$ cat config.mk
export PLATFORM = sky130hd
export DESIGN_NAME = i2c_master_bit_engine_unit
export DESIGN_NICKNAME = d
export VERILOG_FILES = /design/src/hw/rtl/i2cmbe_pkg.sv /design/src/hw/rtl/i2cmbe_core.sv /design/src/hw/rtl/i2cmbe_obuf.sv /design/src/hw/rtl/i2c_master_bit_engine_unit.sv
export SDC_FILE = /design/constraint.sdc
export NUM_CORES = 1
export LEC_CHECK = 0
export ABC_AREA = 1
export BUFFER_PORTS_ARGS = -buffer_cell sky130_fd_sc_hd__buf_2
export CAP_MARGIN = 5
export CORE_MARGIN = 5
export CORE_UTILIZATION = 47
export CTS_CLUSTER_DIAMETER = 200
export DETAILED_ROUTE_END_ITERATION = 10
export GPL_TIMING_DRIVEN = 1
export MAX_ROUTING_LAYER = met4
export PLACE_DENSITY = 0.73
export SETUP_SLACK_MARGIN = 0.4
export SLEW_MARGIN = 20
export SYNTH_ARGS = -nofsm -noshare
export SYNTH_HDL_FRONTEND = slang
export SYNTH_SLANG_ARGS = --single-unit
export TNS_END_PERCENT = 100
$ cat constraint.sdc
create_clock -name i_clk -period 6.2 [get_ports i_clk]
set_input_delay 1.24 -clock i_clk [delete_from_list [all_inputs] [get_ports i_clk]]
set_output_delay 1.24 -clock i_clk [all_outputs]
set_load 0.01 [all_outputs]
$ cat src/hw/rtl/i2cmbe_pkg.sv
// Shared types and constants for the I2C master bit engine.
package i2cmbe_pkg;

    // Command codes carried on the func field.
    localparam logic [2:0] OP_IDLE  = 3'd0;
    localparam logic [2:0] OP_START = 3'd1;
    localparam logic [2:0] OP_STOP  = 3'd2;
    localparam logic [2:0] OP_WRITE = 3'd3;
    localparam logic [2:0] OP_READ  = 3'd4;

    // Most significant bit of a data byte.
    localparam int TOP_BIT = 7;

    // Phase indices that mark the end of the bit sections and the ACK phases.
    localparam logic [4:0] PH_WR_BITS_END = 5'd24;
    localparam logic [4:0] PH_WR_ACK_REL  = 5'd25;
    localparam logic [4:0] PH_RD_BITS_END = 5'd16;
    localparam logic [4:0] PH_RD_ACK_SCL  = 5'd17;

    // Sub-phase codes within one written bit.
    localparam logic [1:0] SUB_DATA = 2'd0;
    localparam logic [1:0] SUB_RISE = 2'd1;
    localparam logic [1:0] SUB_FALL = 2'd2;

    // One input beat as held in the input register.
    typedef struct packed {
        logic [2:0] func;
        logic [7:0] data_byte;
        logic       rd_ack;
        logic       sda_in;
    } t_beat;

    // One result beat.
    typedef struct packed {
        logic       scl_low;
        logic       sda_low;
        logic       busy_res;
        logic       done_res;
        logic [7:0] read_data;
        logic       ack_seen;
    } t_result;

endpackage

$ cat src/hw/rtl/i2cmbe_core.sv
// Phase sequencer: holds the engine state and advances it by one phase per beat.
module i2cmbe_core (
    input  logic                i_clk,
    input  logic                i_rst_n,
    input  logic                i_step,
    input  i2cmbe_pkg::t_beat   i_beat,
    output i2cmbe_pkg::t_result o_result
);

    logic [2:0] r_op;
    logic [4:0] r_phase;
    logic [1:0] r_sub;
    logic [7:0] r_shift;
    logic       r_ack_mode;
    logic       r_scl;
    logic       r_sda;
    logic       r_ack_flag;
    logic [7:0] r_read_byte;

    logic [2:0] n_op;
    logic [4:0] n_phase;
    logic [1:0] n_sub;
    logic [7:0] n_shift;
    logic       n_ack_mode;
    logic       n_scl;
    logic       n_sda;
    logic       n_ack_flag;
    logic [7:0] n_read_byte;
    logic       n_done;
    logic       last;
    logic       start_cmd;

    // A new command is taken only while idle and only for a known code.
    assign start_cmd = (r_op == i2cmbe_pkg::OP_IDLE) &&
                       ((i_beat.func == i2cmbe_pkg::OP_START) ||
                        (i_beat.func == i2cmbe_pkg::OP_STOP)  ||
                        (i_beat.func == i2cmbe_pkg::OP_WRITE) ||
                        (i_beat.func == i2cmbe_pkg::OP_READ));

    // Work out the state after this beat's phase.
    always_comb begin
        n_op        = r_op;
        n_phase     = r_phase;
        n_sub       = r_sub;
        n_shift     = r_shift;
        n_ack_mode  = r_ack_mode;
        n_scl       = r_scl;
        n_sda       = r_sda;
        n_ack_flag  = r_ack_flag;
        n_read_byte = r_read_byte;
        n_done      = 1'b0;
        last        = 1'b0;

        if (start_cmd) begin
            n_op       = i_beat.func;
            n_phase    = 5'd0;
            n_sub      = i2cmbe_pkg::SUB_DATA;
            n_shift    = (i_beat.func == i2cmbe_pkg::OP_WRITE) ? i_beat.data_byte : 8'd0;
            n_ack_mode = i_beat.rd_ack;
        end

        unique case (n_op)
            i2cmbe_pkg::OP_START: begin
                case (n_phase)
                    5'd0:    n_sda = 1'b0;
                    5'd1:    n_scl = 1'b0;
                    5'd2:    n_sda = 1'b1;
                    default: begin
                        n_scl = 1'b1;
                        last  = 1'b1;
                    end
                endcase
            end
            i2cmbe_pkg::OP_STOP: begin
                case (n_phase)
                    5'd0:    n_sda = 1'b1;
                    5'd1:    n_scl = 1'b0;
                    default: begin
                        n_sda = 1'b0;
                        last  = 1'b1;
                    end
                endcase
            end
            i2cmbe_pkg::OP_WRITE: begin
                if (n_phase < i2cmbe_pkg::PH_WR_BITS_END) begin
                    // Three phases per bit: set data, raise SCL, lower SCL.
                    case (n_sub)
                        i2cmbe_pkg::SUB_DATA: begin
                            n_sda   = ~n_shift[i2cmbe_pkg::TOP_BIT];
                            n_shift = {n_shift[6:0], 1'b0};
                            n_sub   = i2cmbe_pkg::SUB_RISE;
                        end
                        i2cmbe_pkg::SUB_RISE: begin
                            n_scl = 1'b0;
                            n_sub = i2cmbe_pkg::SUB_FALL;
                        end
                        default: begin
                            n_scl = 1'b1;
                            n_sub = i2cmbe_pkg::SUB_DATA;
                        end
                    endcase
                end else if (n_phase == i2cmbe_pkg::PH_WR_BITS_END) begin
                    n_sda = 1'b0;
                end else if (n_phase == i2cmbe_pkg::PH_WR_ACK_REL) begin
                    n_scl      = 1'b0;
                    n_ack_flag = ~i_beat.sda_in;
                end else begin
                    n_scl = 1'b1;
                    last  = 1'b1;
                end
            end
            i2cmbe_pkg::OP_READ: begin
                if (n_phase == 5'd0) begin
                    n_sda = 1'b0;
                end
                if (n_phase < i2cmbe_pkg::PH_RD_BITS_END) begin
                    // Even phases raise SCL and sample, odd phases lower it.
                    if (!n_phase[0]) begin
                        n_scl   = 1'b0;
                        n_shift = {n_shift[6:0], i_beat.sda_in};
                    end else begin
                        n_scl = 1'b1;
                    end
                end else if (n_phase == i2cmbe_pkg::PH_RD_BITS_END) begin
                    n_sda = n_ack_mode;
                end else if (n_phase == i2cmbe_pkg::PH_RD_ACK_SCL) begin
                    n_scl = 1'b0;
                end else begin
                    n_scl       = 1'b1;
                    n_sda       = 1'b0;
                    n_read_byte = n_shift;
                    last        = 1'b1;
                end
            end
            default: begin
                last = 1'b0;
            end
        endcase

        // Close the command or move on to the next phase.
        if (n_op != i2cmbe_pkg::OP_IDLE) begin
            if (last) begin
                n_done  = 1'b1;
                n_op    = i2cmbe_pkg::OP_IDLE;
                n_phase = 5'd0;
            end else begin
                n_phase = n_phase + 5'd1;
            end
        end
    end

    // Result as it stands once this beat's phase is done.
    always_comb begin
        o_result.scl_low   = n_scl;
        o_result.sda_low   = n_sda;
        o_result.busy_res  = (n_op != i2cmbe_pkg::OP_IDLE);
        o_result.done_res  = n_done;
        o_result.read_data = n_read_byte;
        o_result.ack_seen  = n_ack_flag;
    end

    // Engine state registers, updated once per stepped beat.
    always_ff @(posedge i_clk) begin
        if (!i_rst_n) begin
            r_op        <= i2cmbe_pkg::OP_IDLE;
            r_phase     <= 5'd0;
            r_sub       <= i2cmbe_pkg::SUB_DATA;
            r_shift     <= 8'd0;
            r_ack_mode  <= 1'b0;
            r_scl       <= 1'b0;
            r_sda       <= 1'b0;
            r_ack_flag  <= 1'b0;
            r_read_byte <= 8'd0;
        end else if (i_step) begin
            r_op        <= n_op;
            r_phase     <= n_phase;
            r_sub       <= n_sub;
            r_shift     <= n_shift;
            r_ack_mode  <= n_ack_mode;
            r_scl       <= n_scl;
            r_sda       <= n_sda;
            r_ack_flag  <= n_ack_flag;
            r_read_byte <= n_read_byte;
        end
    end

endmodule

$ cat src/hw/rtl/i2cmbe_obuf.sv
// Two-entry result buffer that decouples the engine from a stalling receiver.
module i2cmbe_obuf (
    input  logic                i_clk,
    input  logic                i_rst_n,
    input  logic                i_push,
    input  i2cmbe_pkg::t_result i_data,
    output logic                o_ready,
    output logic                o_valid,
    input  logic                i_stall,
    output i2cmbe_pkg::t_result o_data
);

    i2cmbe_pkg::t_result r_buf [2];
    logic       r_wr_ptr;
    logic       r_rd_ptr;
    logic [1:0] r_count;
    logic       pop;

    assign o_ready = (r_count != 2'd2);
    assign o_valid = (r_count != 2'd0);
    assign pop     = o_valid && !i_stall;
    assign o_data  = r_buf[r_rd_ptr];

    // Storage for buffered result beats.
    always_ff @(posedge i_clk) begin
        if (i_push) begin
            r_buf[r_wr_ptr] <= i_data;
        end
    end

    // Pointers and occupancy.
    always_ff @(posedge i_clk) begin
        if (!i_rst_n) begin
            r_wr_ptr <= 1'b0;
            r_rd_ptr <= 1'b0;
            r_count  <= 2'd0;
        end else begin
            if (i_push) begin
                r_wr_ptr <= ~r_wr_ptr;
            end
            if (pop) begin
                r_rd_ptr <= ~r_rd_ptr;
            end
            case ({i_push, pop})
                2'b10:   r_count <= r_count + 2'd1;
                2'b01:   r_count <= r_count - 2'd1;
                default: r_count <= r_count;
            endcase
        end
    end

endmodule

$ cat src/hw/rtl/i2c_master_bit_engine_unit.sv
// Top level of the I2C master bit engine: input register, phase sequencer, result buffer.
//
// Each input beat is one phase tick from a prescaler, carrying a command code,
// a byte to write, the ACK choice for a read and the sampled SDA level. A
// command starts only while the engine is idle; start takes 4 ticks, stop 3,
// a byte write with ACK sampling 27 and a byte read with ACK or NACK 19.
// Every input beat gives exactly one result beat: the SCL and SDA pull-low
// drives, busy and done flags, the last read byte and the last received ACK.
// Both channels use valid and stall; a beat moves when valid is high and
// stall is low.
// A beat is held in the input register, then one phase of the sequencer is
// applied and its result enters a two-entry buffer. The result is offered
// once it has been stored in the buffer; one beat moves per cycle while the
// receiver keeps up.
// When the receiver stalls, the buffer fills and o_stall rises once both
// entries and the input register hold beats; no beat is lost or repeated.
// After reset the engine is idle with both lines released and all flags,
// the read byte and the ACK flag cleared.
module i2c_master_bit_engine_unit (
    input  logic       i_clk,
    input  logic       i_rst_n,
    input  logic       i_valid,
    output logic       o_stall,
    input  logic [2:0] i_func,
    input  logic [7:0] i_data_byte,
    input  logic       i_rd_ack,
    input  logic       i_sda_in,
    output logic       o_valid,
    input  logic       i_stall,
    output logic       o_scl_low,
    output logic       o_sda_low,
    output logic       o_busy_res,
    output logic       o_done_res,
    output logic [7:0] o_read_data,
    output logic       o_ack_seen
);

    i2cmbe_pkg::t_beat   r_beat;
    logic                r_in_valid;
    logic                buf_ready;
    logic                advance;
    logic                accept;
    i2cmbe_pkg::t_result step_result;
    i2cmbe_pkg::t_result out_result;

    assign advance = r_in_valid && buf_ready;
    assign o_stall = r_in_valid && !buf_ready;
    assign accept  = i_valid && !o_stall;

    // Input register: loads a beat whenever it is empty or the previous one moves on.
    always_ff @(posedge i_clk) begin
        if (!i_rst_n) begin
            r_in_valid <= 1'b0;
        end else if (accept) begin
            r_in_valid <= 1'b1;
        end else if (advance) begin
            r_in_valid <= 1'b0;
        end
    end

    always_ff @(posedge i_clk) begin
        if (accept) begin
            r_beat.func      <= i_func;
            r_beat.data_byte <= i_data_byte;
            r_beat.rd_ack    <= i_rd_ack;
            r_beat.sda_in    <= i_sda_in;
        end
    end

    // Phase sequencer.
    i2cmbe_core u_core (
        .i_clk    (i_clk),
        .i_rst_n  (i_rst_n),
        .i_step   (advance),
        .i_beat   (r_beat),
        .o_result (step_result)
    );

    // Result buffer towards the receiver.
    i2cmbe_obuf u_obuf (
        .i_clk   (i_clk),
        .i_rst_n (i_rst_n),
        .i_push  (advance),
        .i_data  (step_result),
        .o_ready (buf_ready),
        .o_valid (o_valid),
        .i_stall (i_stall),
        .o_data  (out_result)
    );

    assign o_scl_low   = out_result.scl_low;
    assign o_sda_low   = out_result.sda_low;
    assign o_busy_res  = out_result.busy_res;
    assign o_done_res  = out_result.done_res;
    assign o_read_data = out_result.read_data;
    assign o_ack_seen  = out_result.ack_seen;

endmodule

==> metrics.md, run 1 <==
| Metric | Value |
|---|---|
| Power per Cell Area | `299.2 nW/µm²` |
| Setup Viol. Count Final | `0` |
| Final critical path time including I/O delays and setup | `2.771 ns` |
| Hold violation total from the final report | `0` |
| Total buffers and inverters traversed by the critical path | `1` |
| Initial core utilization | `47.97%` |
| Max Clock Freq | `360.9 MHz` |
| Slew at the pin closest to its max-slew limit | `1.065 ns` |
| Internal Power | `0.0008805 W` |
| Core Area | `7647 µm²` |
| Number of distinct library cell variants in the gate-level netlist after synthesis | `32` |
| # resized after CTS | `0` |
| Vias per std cell | `5.077` |
| Number of buffers created by CTS | `9` |
| Category of the worst setup path capture point | `output port` |
| Total of flip-flops plus latches after synthesis | `75` |
| Clock slew seen by the registers of the worst setup and hold paths | `0.08 ns` |
| Max-Slew Margin vs Limit | `28.74%` |
| Net count after synthesis | `443` |
| Sum of net half-perimeters after detailed placement | `4.912 mm` |
| Switching Share | `28.71%` |
| TritonCTS clock tree | `built` |
| Largest cells by area after synthesis | `sky130_fd_sc_hd__edfxtp_1 (32%), sky130_fd_sc_hd__dfxtp_1 (20%), sky130_fd_sc_hd__nand2_1 (6.4%)` |
| DIE AREA | `9672 µm²` |
| Fraction of the yosys area taken by sequential cells | `51.57%` |
| Inserted Diodes | `0` |
| Power share of the combinational group | `17.4%` |
| NumNets Final | `473` |
| Startpoint class of the critical path | `register` |
| Slowest-stage cell, CP | `sky130_fd_sc_hd__dfxtp_1` |
| Cell at the root of the clock tree | `sky130_fd_sc_hd__clkbuf_8` |
| Via count of the first global-routing pass | `2,743` |
| CP Data Arrival Time | `1.53 ns` |
| Max-cap check violation count | `0` |
| Setup fix buffers added after clock tree synthesis | `0` |
| Cell type group with the largest total delay on the critical path | `flip-flops` |
| Gp weighted congestion | `0.9332` |
| Req. time, crit path | `4.96 ns` |
| Clock power frac | `34.3%` |
| WS Path Type | `reg -> out` |
| Post-route design area | `4128 µm²` |
| Switching power summed over all nets | `0.0003547 W` |
| Final Util | `53.98%` |
| Routed wire length per instance | `12.52 µm` |
| Maximum vdd ir drop | `170.3 µV` |
| Clock sink count | `75` |
| Portion of total power attributed to sequential cells | `48.2%` |
| Reg-to-reg critical path startpoint | `u_obuf.r_count[0]` |
| Per-instance average area after synthesis | `8.632 µm²` |
| Cell taking the most area after synthesis | `sky130_fd_sc_hd__edfxtp_1` |
| Unrepaired setup endpoints after global routing | `false` |
| Total of hold buffers inserted after clock tree synthesis | `0` |
| Period utilisation layout | `44.69%` |
| Number of placement rows | `32` |
| Overflow left after global routing | `0` |
| Critical Path Fanout Max | `13` |
| Clock Skew | `0.008306 ns` |
| Startpoint of the lowest-slack hold path | `u_obuf.r_rd_ptr` |
| Area growth, synth to finish | `12.52%` |
| Most common cell after layout, fill and taps aside | `sky130_fd_sc_hd__nand2_1` |
| Biggest cell delay along the critical path | `0.66 ns` |
| Most frequent cells in the layout | `sky130_fd_sc_hd__nand2_1 (63), sky130_fd_sc_hd__inv_1 (60), sky130_fd_sc_hd__nor2_1 (40)` |
| Combined area of all synthesized cells | `3669 µm²` |
| Fraction of layout instances using a drive strength above 1 | `20.43%` |
| Number of instances in the synthesized netlist | `425` |
| Synth Warn # | `0` |
| Pin count of the biggest net entering global routing | `35` |
| Top-Level Pins | `32` |
| Class of the worst hold path | `reg -> reg` |
| Y dimension of the die | `98.35 µm` |
| Final WL | `7.038 mm` |
| Post-route DRC violation count | `0` |
| Area of placed instances | `3896 µm²` |
| Slew Limit Fails | `0` |
| Clock latency reported for the late side of the worst-skew pair | `0.34 ns` |
| Outcome | `finished clean` |
| Drt initial violations | `198` |
| Worst-case clock buffer depth | `2` |
| Antenna violations before repair | `0` |
| Die width | `98.35 µm` |
| Antenna Violating Nets Remaining | `0` |
| Wire length of the first global-routing pass | `12.38 mm` |
| Port Buffers | `31` |
| Post-synth top area share | `31.92%` |
| First-pass iteration count of the detailed router | `4` |
| Post-route setup TNS | `0 ns` |
| Vias after detailed routing | `2,853` |
| GRT Util Overall | `15.83%` |
| Leak pwr | `1.771 nW` |
| CTS H-tree depth | `3` |
| Cell Chain, Critical Path | `mux2_2 -> buf_2` |
layer usage:
metal	global-route usage, %	vias to the layer above	share of wire [%]
li1	-	1480	-
met4	5.147	0	1.4
met2	24.39	93	44
met3	3.143	11	8.2
met1	21.04	1269	46
met5	-	-	0
state kept, by name (all words and copies together), names as in the netlist, named ones only:
register,count
r_beat,13
r_in_valid,1
u_core.r_ack_flag,1
u_core.r_ack_mode,1
u_core.r_op,3
u_core.r_phase,5
u_core.r_read_byte,8
u_core.r_scl,1
u_core.r_sda,1
u_core.r_shift,8
u_core.r_sub,2
u_obuf.r_buf,26
u_obuf.r_count,2
u_obuf.r_rd_ptr,1
u_obuf.r_wr_ptr,1
final cells by class:
cell class	count	area, µm²
timing repair buffer	33	170.2
clock buffer	9	123.9
clock inverter	7	107.6
multi-input combinational	270	1459
sequential	75	1892
tap	102	127.6
inverter	66	247.7
fill	698	3520
cells by family after synthesis:
kind of cell | synth area share, %
flops | 51.57
mux | 3.990
compound gates | 15.28
fa+ha+maj | 0.3410
buf+inv | 8.663
simple gates | 20.16
per-stage QoR:
stage	instances	hold slack, ns	worst slack (ns)	total power [W]
3_5_place_dp	546	0.4529	3.774	0.0008215
6_report	562	0.4647	3.429	0.001235
2_1_floorplan	425	0.4239	3.855	0.0007647
5_1_grt	562	0.4984	3.304	0.001306
4_1_cts	562	0.4669	3.384	0.001246
3_3_place_gp	546	0.4390	3.804	0.0008152
power groups by stage:
stage                     logic (W)  registers, W  clock network [W]
after detailed placement   0.000215      0.000607                  0
final                      0.000215      0.000596           0.000424
after global routing       0.000245      0.000602           0.000459
after floorplan            0.000169      0.000596                  0
after global placement     0.000210      0.000605                  0
after CTS                  0.000216      0.000596           0.000435
cell usage after synthesis, drive strengths merged:
cell type and n:
dfxtp 36, o211ai 6, a31oi 3, clkinv 1
edfxtp 39, nand3 28, a21oi 31, o31ai 1
clkbuf 9, mux2 13, nor3 3, a21boi 1
inv 65, nand4 9, ha 1, o21ai 57
nor2 44, nand2 72, buf 5, nor4 1
path summary, 6_finish.rpt:
| check | to | slack [ns] | cells past startpoint |
|---|---|---|---|
| max reg2reg | u_obuf.r_buf[1][10] | 3.88 | 5 |
| min reg2reg | u_obuf.r_rd_ptr | 0.46 | 1 |
| max | o_read_data[0] | 3.43 | 2 |
| min | u_obuf.r_rd_ptr | 0.46 | 1 |
Power figures use the tool's default switching activity.
==> inputs of run 2 (changes only) <==
Settings changed: PLACE_DENSITY 0.73 to 0.76.
Clock period 6.2 ns to 2.3 ns, I/O delays scaled along.
==> run 2 against run 1 <==
Net effect: highest routed layer unchanged; sequential power rose to 2.7 times the previous value; clock power rose by 120%; via count is 8.8% higher; largest power group unchanged; non-clock buffer count rose by 26.
==> metrics.md, run 2 (synthesis gave the netlist of run 1 again) <==
| Metric | Value |
|---|---|
| Top Registers | `u_obuf.r_buf (26), r_beat (13) (unchanged)` |
| Final Util | `59.33% (was 53.98%)` |
| Hold violation total from the final report | `0 (unchanged)` |
| Final critical path time including I/O delays and setup | `1.988 ns` |
| Total of hold buffers inserted after clock tree synthesis | `0 (unchanged)` |
| Cell type group with the largest total delay on the critical path | `simple AND/OR/NAND/NOR gates (was flip-flops)` |
| Setup Viol. Count Final | `0 (unchanged)` |
| Inserted Diodes | `0 (unchanged)` |
| CP Data Arrival Time | `2.07 ns (was 1.53 ns)` |
| Die width | `98.35 µm (unchanged)` |
| Biggest cell delay along the critical path | `0.41 ns (was 0.66 ns)` |
| Clock latency reported for the late side of the worst-skew pair | `0.36 ns (was 0.34 ns)` |
| Sum of net half-perimeters after detailed placement | `5.331 mm (was 4.912 mm)` |
| Core Area | `7647 µm² (unchanged)` |
| Clock sink count | `75 (unchanged)` |
| Total buffers and inverters traversed by the critical path | `1 (unchanged)` |
| Top-Level Pins | `32 (unchanged)` |
| CTS H-tree depth | `3 (unchanged)` |
| Most common cell after layout, fill and taps aside | `sky130_fd_sc_hd__inv_1 (was sky130_fd_sc_hd__nand2_1)` |
| Cell Chain, Critical Path | `o21ai_1 -> nand2_2 -> nand2_4 -> buf_6 -> nand4_1 -> nor2_1 -> nor2_1 -> nor2_1 -> nor2_1 -> nor2_2 -> nand3_1 (was mux2_2 -> buf_2)` |
| Number of placement rows | `32 (unchanged)` |
| Category of the worst setup path capture point | `register (was output port)` |
| Routed wire length per instance | `14.23 µm (was 12.52 µm)` |
| Area growth, synth to finish | `23.67% (was 12.52%)` |
| Port Buffers | `31 (unchanged)` |
| Leak pwr | `1.935 nW (was 1.771 nW)` |
| Outcome | `finished clean (unchanged)` |
| Gp weighted congestion | `0.8899 (was 0.9332)` |
| Reg-to-reg critical path startpoint | `r_beat[10] (was u_obuf.r_count[0])` |
| Max-Slew Margin vs Limit | `62.64% (was 28.74%)` |
| Slew Limit Fails | `0 (unchanged)` |
| Clock Skew | `0.01520 ns (was 0.008306 ns)` |
| Slew at the pin closest to its max-slew limit | `0.5546 ns (was 1.065 ns)` |
| Filler cells | `643 (was 698)` |
| First-pass iteration count of the detailed router | `5 (was 4)` |
| Number of buffers created by CTS | `9 (unchanged)` |
| Via count of the first global-routing pass | `2,844 (was 2,743)` |
| Maximum vdd ir drop | `370.7 µV (was 170.3 µV)` |
| Pin count of the biggest net entering global routing | `34 (was 35)` |
| TritonCTS clock tree | `built (unchanged)` |
| Final WL | `8.380 mm (was 7.038 mm)` |
| Power per Cell Area | `727.3 nW/µm² (was 299.2 nW/µm²)` |
| Post-route DRC violation count | `0 (unchanged)` |
| Req. time, crit path | `2.38 ns (was 4.96 ns)` |
| Worst-case clock buffer depth | `2 (unchanged)` |
| Multi-input combinational cell area | `1650 µm² (was 1459 µm²)` |
| Critical path launch point | `r_beat[10]` |
| Initial core utilization | `47.97% (unchanged)` |
| Storage element area | `1897 µm² (was 1892 µm²)` |
| Unrepaired setup endpoints after global routing | `true (was false)` |
| Post-route setup TNS | `0 ns (unchanged)` |
| Wire length of the first global-routing pass | `12.99 mm (was 12.38 mm)` |
| Total Power | `0.003299 W (was 0.001235 W)` |
| Cell at the root of the clock tree | `sky130_fd_sc_hd__clkbuf_8 (unchanged)` |
| Worst setup slack after placement | `0.2457 ns (was 3.774 ns)` |
| Worst hold margin | `0.2755 ns (was 0.4647 ns)` |
| Crit path setup slack, layout | `0.3120 ns (was 3.429 ns)` |
| Vias after detailed routing | `3,103 (was 2,853)` |
| Flip-flop count of the largest register after layout | `26 (unchanged)` |
| NumNets Final | `500 (was 473)` |
| Vias per std cell | `5.268 (was 5.077)` |
| Critical Path Fanout Max | `7 (was 13)` |
| Clock slew seen by the registers of the worst setup and hold paths | `0.08 ns (about the same)` |
| Fraction of layout instances using a drive strength above 1 | `31.42% (was 20.43%)` |
| Antenna violations before repair | `0 (unchanged)` |
| Y dimension of the die | `98.35 µm (unchanged)` |
| Drt initial violations | `171 (was 198)` |
| Overflow left after global routing | `0 (unchanged)` |
| Slowest-stage cell, CP | `sky130_fd_sc_hd__edfxtp_1 (was sky130_fd_sc_hd__dfxtp_1)` |
| Startpoint of the lowest-slack hold path | `i_data_byte[5] (was u_obuf.r_rd_ptr)` |
| WS Path Type | `reg -> reg (was reg -> out)` |
| Register with the most flip-flops | `u_obuf.r_buf (unchanged)` |
| Most frequent cells in the layout | `sky130_fd_sc_hd__inv_1 (57), sky130_fd_sc_hd__nand2_1 (55), sky130_fd_sc_hd__edfxtp_1 (39) (was sky130_fd_sc_hd__nand2_1 (63), sky130_fd_sc_hd__inv_1 (60), sky130_fd_sc_hd__nor2_1 (40))` |
| GRT Util Overall | `17.06% (was 15.83%)` |
| Startpoint class of the critical path | `register (unchanged)` |
| Max-cap check violation count | `0 (unchanged)` |
| Max Clock Freq | `503.0 MHz` |
| Period utilisation layout | `86.44%` |
| Most used cell, CP | `sky130_fd_sc_hd__nor2_1` |
| DIE AREA | `9672 µm² (unchanged)` |
| Class of the worst hold path | `in -> reg (was reg -> reg)` |
| Antenna Violating Nets Remaining | `0 (unchanged)` |
==> run 2: changes by cell type in the layout (fill, tap and decap cells not counted), sizes merged <==
cell / previous run / this run
clkinvlp: 1 / 2
buf: 33 / 59
clkinv: 2 / 0
inv: 68 / 71
nand2: 72 / 73
bufinv: 2 / 0
==> run 2: path summary, 6_finish.rpt <==
check                        end  slack [ns]  cells past startpoint
max          u_obuf.r_buf[1][11]        0.31                     11
min                    r_beat[7]        0.28                      1
min reg2reg             register        0.45                      1
max reg2reg  u_obuf.r_buf[1][11]        0.31                     11
==> run 2: layer usage <==
metal | share of wire, % | up-vias | global-route usage, %
li1 | - | 1545 | -
met1 | 44 | 1430 | 21.60
met2 | 49 | 112 | 27.09
met5 | 0 | - | -
met4 | 1.9 | 0 | 7.038
met3 | 5.9 | 16 | 2.929
==> run 2: per-stage QoR <==
| stage | std cells | instance area, µm² |
|---|---|---|
| 4_1_cts | 579 | 4318 |
| 2_1_floorplan | 425 | 3682 |
| 5_1_grt | 589 | 4537 |
| 3_3_place_gp | 549 | 3933 |
| 6_report | 589 | 4537 |
| 3_5_place_dp | 549 | 3933 |
==> run 2: timing repair <==
action	4_1_cts	5_1_grt
endpoints found under the hold margin	0	0
gates resized for setup	25	40
pin swaps	9	17
buffers inserted	13	10
cloned	1	0
setup endpoints to repair	64	68
==> run 2: cell type report <==
type / instances / share of cell area, %
clock inverters: 7 / 1.241
flip-flops and latches: 75 / 41.81
repair buffers: 59 / 9.294
inverters: 66 / 5.736
multi-input cells: 271 / 36.38
clock buffers: 9 / 2.730
well taps: 102 / 2.813
==> run 2: where the power goes <==
group | leakage (nW) | internal (W) | total, W | switching (W)
sequential | 0.668 | 0.00153 | 0.00162 | 0.0000916
clock | 0.0890 | 0.000407 | 0.000937 | 0.000530
combinational | 1.18 | 0.000298 | 0.000738 | 0.000440
total | 1.93 | 0.00224 | 0.00330 | 0.00106
==> inputs of run 3 (changes only) <==
Settings changed: REMOVE_ABC_BUFFERS set to 1, SKIP_CTS_REPAIR_TIMING set to 1.
==> run 3 against run 2 <==
Net effect: critical path depth decreased by 1; sequential power is essentially flat; die area did not move; critical path type unchanged; largest power group unchanged.
==> metrics.md, run 3 (synthesis gave the netlist of run 1 again) <==
| Metric | Value |
|---|---|
| Period utilisation layout | `90.76% (was 86.44%)` |
| CP Data Arrival Time | `2.18 ns (was 2.07 ns)` |
| Reg-to-reg critical path startpoint | `r_beat[10] (unchanged)` |
| Flip-flop count of the largest register after layout | `26 (unchanged)` |
| Port Buffers | `31 (unchanged)` |
| Slowest-stage cell, CP | `sky130_fd_sc_hd__edfxtp_1 (unchanged)` |
| Number of placement rows | `32 (unchanged)` |
| Startpoint class of the critical path | `register (unchanged)` |
| Leak pwr | `1.980 nW (was 1.935 nW)` |
| Clock slew seen by the registers of the worst setup and hold paths | `0.09 ns (was 0.08 ns)` |
| Die width | `98.35 µm (unchanged)` |
| Top-Level Pins | `32 (unchanged)` |
| Gp weighted congestion | `0.9202 (was 0.8899)` |
| Final Util | `60.55% (was 59.33%)` |
| Outcome | `finished clean (unchanged)` |
| Clock latency reported for the late side of the worst-skew pair | `0.36 ns (about the same)` |
| Req. time, crit path | `2.39 ns (was 2.38 ns)` |
| Vias per std cell | `5.349 (was 5.268)` |
| Routed wire length per instance | `14.48 µm (was 14.23 µm)` |
| Number of buffers created by CTS | `9 (unchanged)` |
| Worst setup slack for register-to-register paths | `0.21 ns (was 0.31 ns)` |
| Max-cap check violation count | `0 (unchanged)` |
| Worst-case hold path end point | `r_beat[12] (was r_beat[7])` |
| Worst setup slack after placement | `0.2492 ns (was 0.2457 ns)` |
| Maximum vdd ir drop | `404.7 µV (was 370.7 µV)` |
| Count of cell instances traversed by the critical path | `10 (was 11)` |
| Max-Slew Margin vs Limit | `62.98% (was 62.64%)` |
| Initial core utilization | `47.97% (unchanged)` |
| WS Path Type | `reg -> reg (unchanged)` |
| Critical Path Fanout Max | `8 (was 7)` |
| Max Clock Freq | `479.0 MHz (was 503.0 MHz)` |
| Antenna Violating Nets Remaining | `0 (unchanged)` |
| Drt initial violations | `249 (was 171)` |
| First-pass iteration count of the detailed router | `5 (unchanged)` |
| Overflow left after global routing | `0 (unchanged)` |
| Unrepaired setup endpoints after global routing | `true (unchanged)` |
| Worst-case clock buffer depth | `2 (unchanged)` |
| Antenna violations before repair | `0 (unchanged)` |
| Total Power | `0.003412 W (was 0.003299 W)` |
| TritonCTS clock tree | `built (unchanged)` |
| Top Registers | `u_obuf.r_buf (26), r_beat (13) (unchanged)` |
| Biggest cell delay along the critical path | `0.47 ns (was 0.41 ns)` |
| Clock Skew | `0.01313 ns (was 0.01520 ns)` |
| Cell type group with the largest total delay on the critical path | `simple AND/OR/NAND/NOR gates (unchanged)` |
| GRT Util Overall | `17.20% (was 17.06%)` |
| Startpoint of the lowest-slack hold path | `i_func[2] (was i_data_byte[5])` |
| Slew Limit Fails | `0 (unchanged)` |
| Number of standard cells in the layout, taps in and fillers out | `593 (was 589)` |
| Slew at the pin closest to its max-slew limit | `0.5547 ns (was 0.5546 ns)` |
| Sum of net half-perimeters after detailed placement | `5.490 mm (was 5.331 mm)` |
| Depth of the worst hold-timing path | `1 (unchanged)` |
| Cell Chain, Critical Path | `o21ai_2 -> nand2_4 -> nand2_8 -> clkinv_8 -> nor2_4 -> buf_4 -> a21boi_1 -> o21ai_0 -> nand2_1 -> nand3_1 (was o21ai_1 -> nand2_2 -> nand2_4 -> buf_6 -> nand4_1 -> nor2_1 -> nor2_1 -> nor2_1 -> nor2_1 -> nor2_2 -> nand3_1)` |
| Post-route DRC violation count | `0 (unchanged)` |
| Area growth, synth to finish | `26.23% (was 23.67%)` |
| Via count of the first global-routing pass | `2,825 (was 2,844)` |
| Class of the worst hold path | `in -> reg (unchanged)` |
| CTS H-tree depth | `3 (unchanged)` |
| Area of placed instances | `3934 µm² (was 3933 µm²)` |
| Crit path setup slack, layout | `0.2124 ns (was 0.3120 ns)` |
| Final WL | `8.585 mm (was 8.380 mm)` |
| Pin count of the biggest net entering global routing | `34 (unchanged)` |
| Final critical path time including I/O delays and setup | `2.088 ns (was 1.988 ns)` |
| Y dimension of the die | `98.35 µm (unchanged)` |
| Wire length of the first global-routing pass | `13.07 mm (was 12.99 mm)` |
| Category of the worst setup path capture point | `register (unchanged)` |
| Inserted Diodes | `0 (unchanged)` |
| Total buffers and inverters traversed by the critical path | `2 (was 1)` |
| NumNets Final | `504 (was 500)` |
| Setup Viol. Count Final | `0 (unchanged)` |
| Cell at the root of the clock tree | `sky130_fd_sc_hd__clkbuf_8 (unchanged)` |
| Destination of the worst register-to-register timing path | `u_obuf.r_buf[1][11] (unchanged)` |
| Most common cell after layout, fill and taps aside | `sky130_fd_sc_hd__inv_1 (unchanged)` |
| Fraction of layout instances using a drive strength above 1 | `32.18% (was 31.42%)` |
| Vias after detailed routing | `3,172 (was 3,103)` |
| DIE AREA | `9672 µm² (unchanged)` |
| Register with the most flip-flops | `u_obuf.r_buf (unchanged)` |
| Hold violation total from the final report | `0 (unchanged)` |
| Total instance count after detailed placement | `551 (was 549)` |
| Post-route design area | `4631 µm² (was 4537 µm²)` |
| Core Area | `7647 µm² (unchanged)` |
| Power per Cell Area | `736.8 nW/µm² (was 727.3 nW/µm²)` |
| Number of cell instances on the worst register-to-register path | `10 (was 11)` |
| Clock sink count | `75 (unchanged)` |
| Most frequent cells in the layout | `sky130_fd_sc_hd__inv_1 (60), sky130_fd_sc_hd__nand2_1 (51), sky130_fd_sc_hd__edfxtp_1 (39) (was sky130_fd_sc_hd__inv_1 (57), sky130_fd_sc_hd__nand2_1 (55), sky130_fd_sc_hd__edfxtp_1 (39))` |
run 3: worst max path at each step:
stage                       from               endpoint
3_3_place_gp          r_beat[10]      u_core.r_shift[3]
4_1_cts                 register              o_sda_low
2_1_floorplan  u_obuf.r_count[0]     u_obuf.r_buf[1][0]
5_1_grt               r_beat[10]    u_obuf.r_buf[1][11]
3_5_place_dp          r_beat[10]  u_core.r_read_byte[0]
6_report              r_beat[10]    u_obuf.r_buf[1][11]
run 3: where the power goes:
| group | internal (W) | switching (W) | leakage, nW |
|---|---|---|---|
| registers | 0.00153 | 0.0000917 | 0.667 |
| clock network | 0.000520 | 0.000538 | 0.102 |
| logic | 0.000291 | 0.000439 | 1.21 |
run 3: worst reg2reg max path, delay by kind of cell (launching register included):
| kind | cells | cell delay [ns] |
|---|---|---|
| flip-flops | 1 | 0.47 |
| AND/OR/NAND/NOR | 5 | 0.61 |
| AO/OA/AOI/OAI | 3 | 0.51 |
| buffers and inverters | 2 | 0.22 |
run 3: area by class of cell:
class                   instances  area [µm²]
flip-flops and latches         75        1896
multi-input cells             272        1692
repair buffers                 62       445.4
clock buffers                   9       123.9
fillers                       641        3017
clock inverters                 7       83.83
well taps                     102       127.6
inverters                      66       262.8
run 3: routing by layer:
layer  part of all wire (%)  vias to the layer above  GRT usage (%)
li1                       -                     1551              -
met1                     43                     1449          22.95
met2                     47                      138          25.79
met3                    6.9                       34          2.857
met4                    3.1                        0          7.563
met5                      0                        -              -
run 3: through the flow:
step                TNS, ns  hold slack [ns]
global route              0           0.2670
finish                    0           0.2750
global placement          0           0.4355
floorplan            -23.37           0.4231
detailed placement        0           0.4612
CTS                       0           0.2673
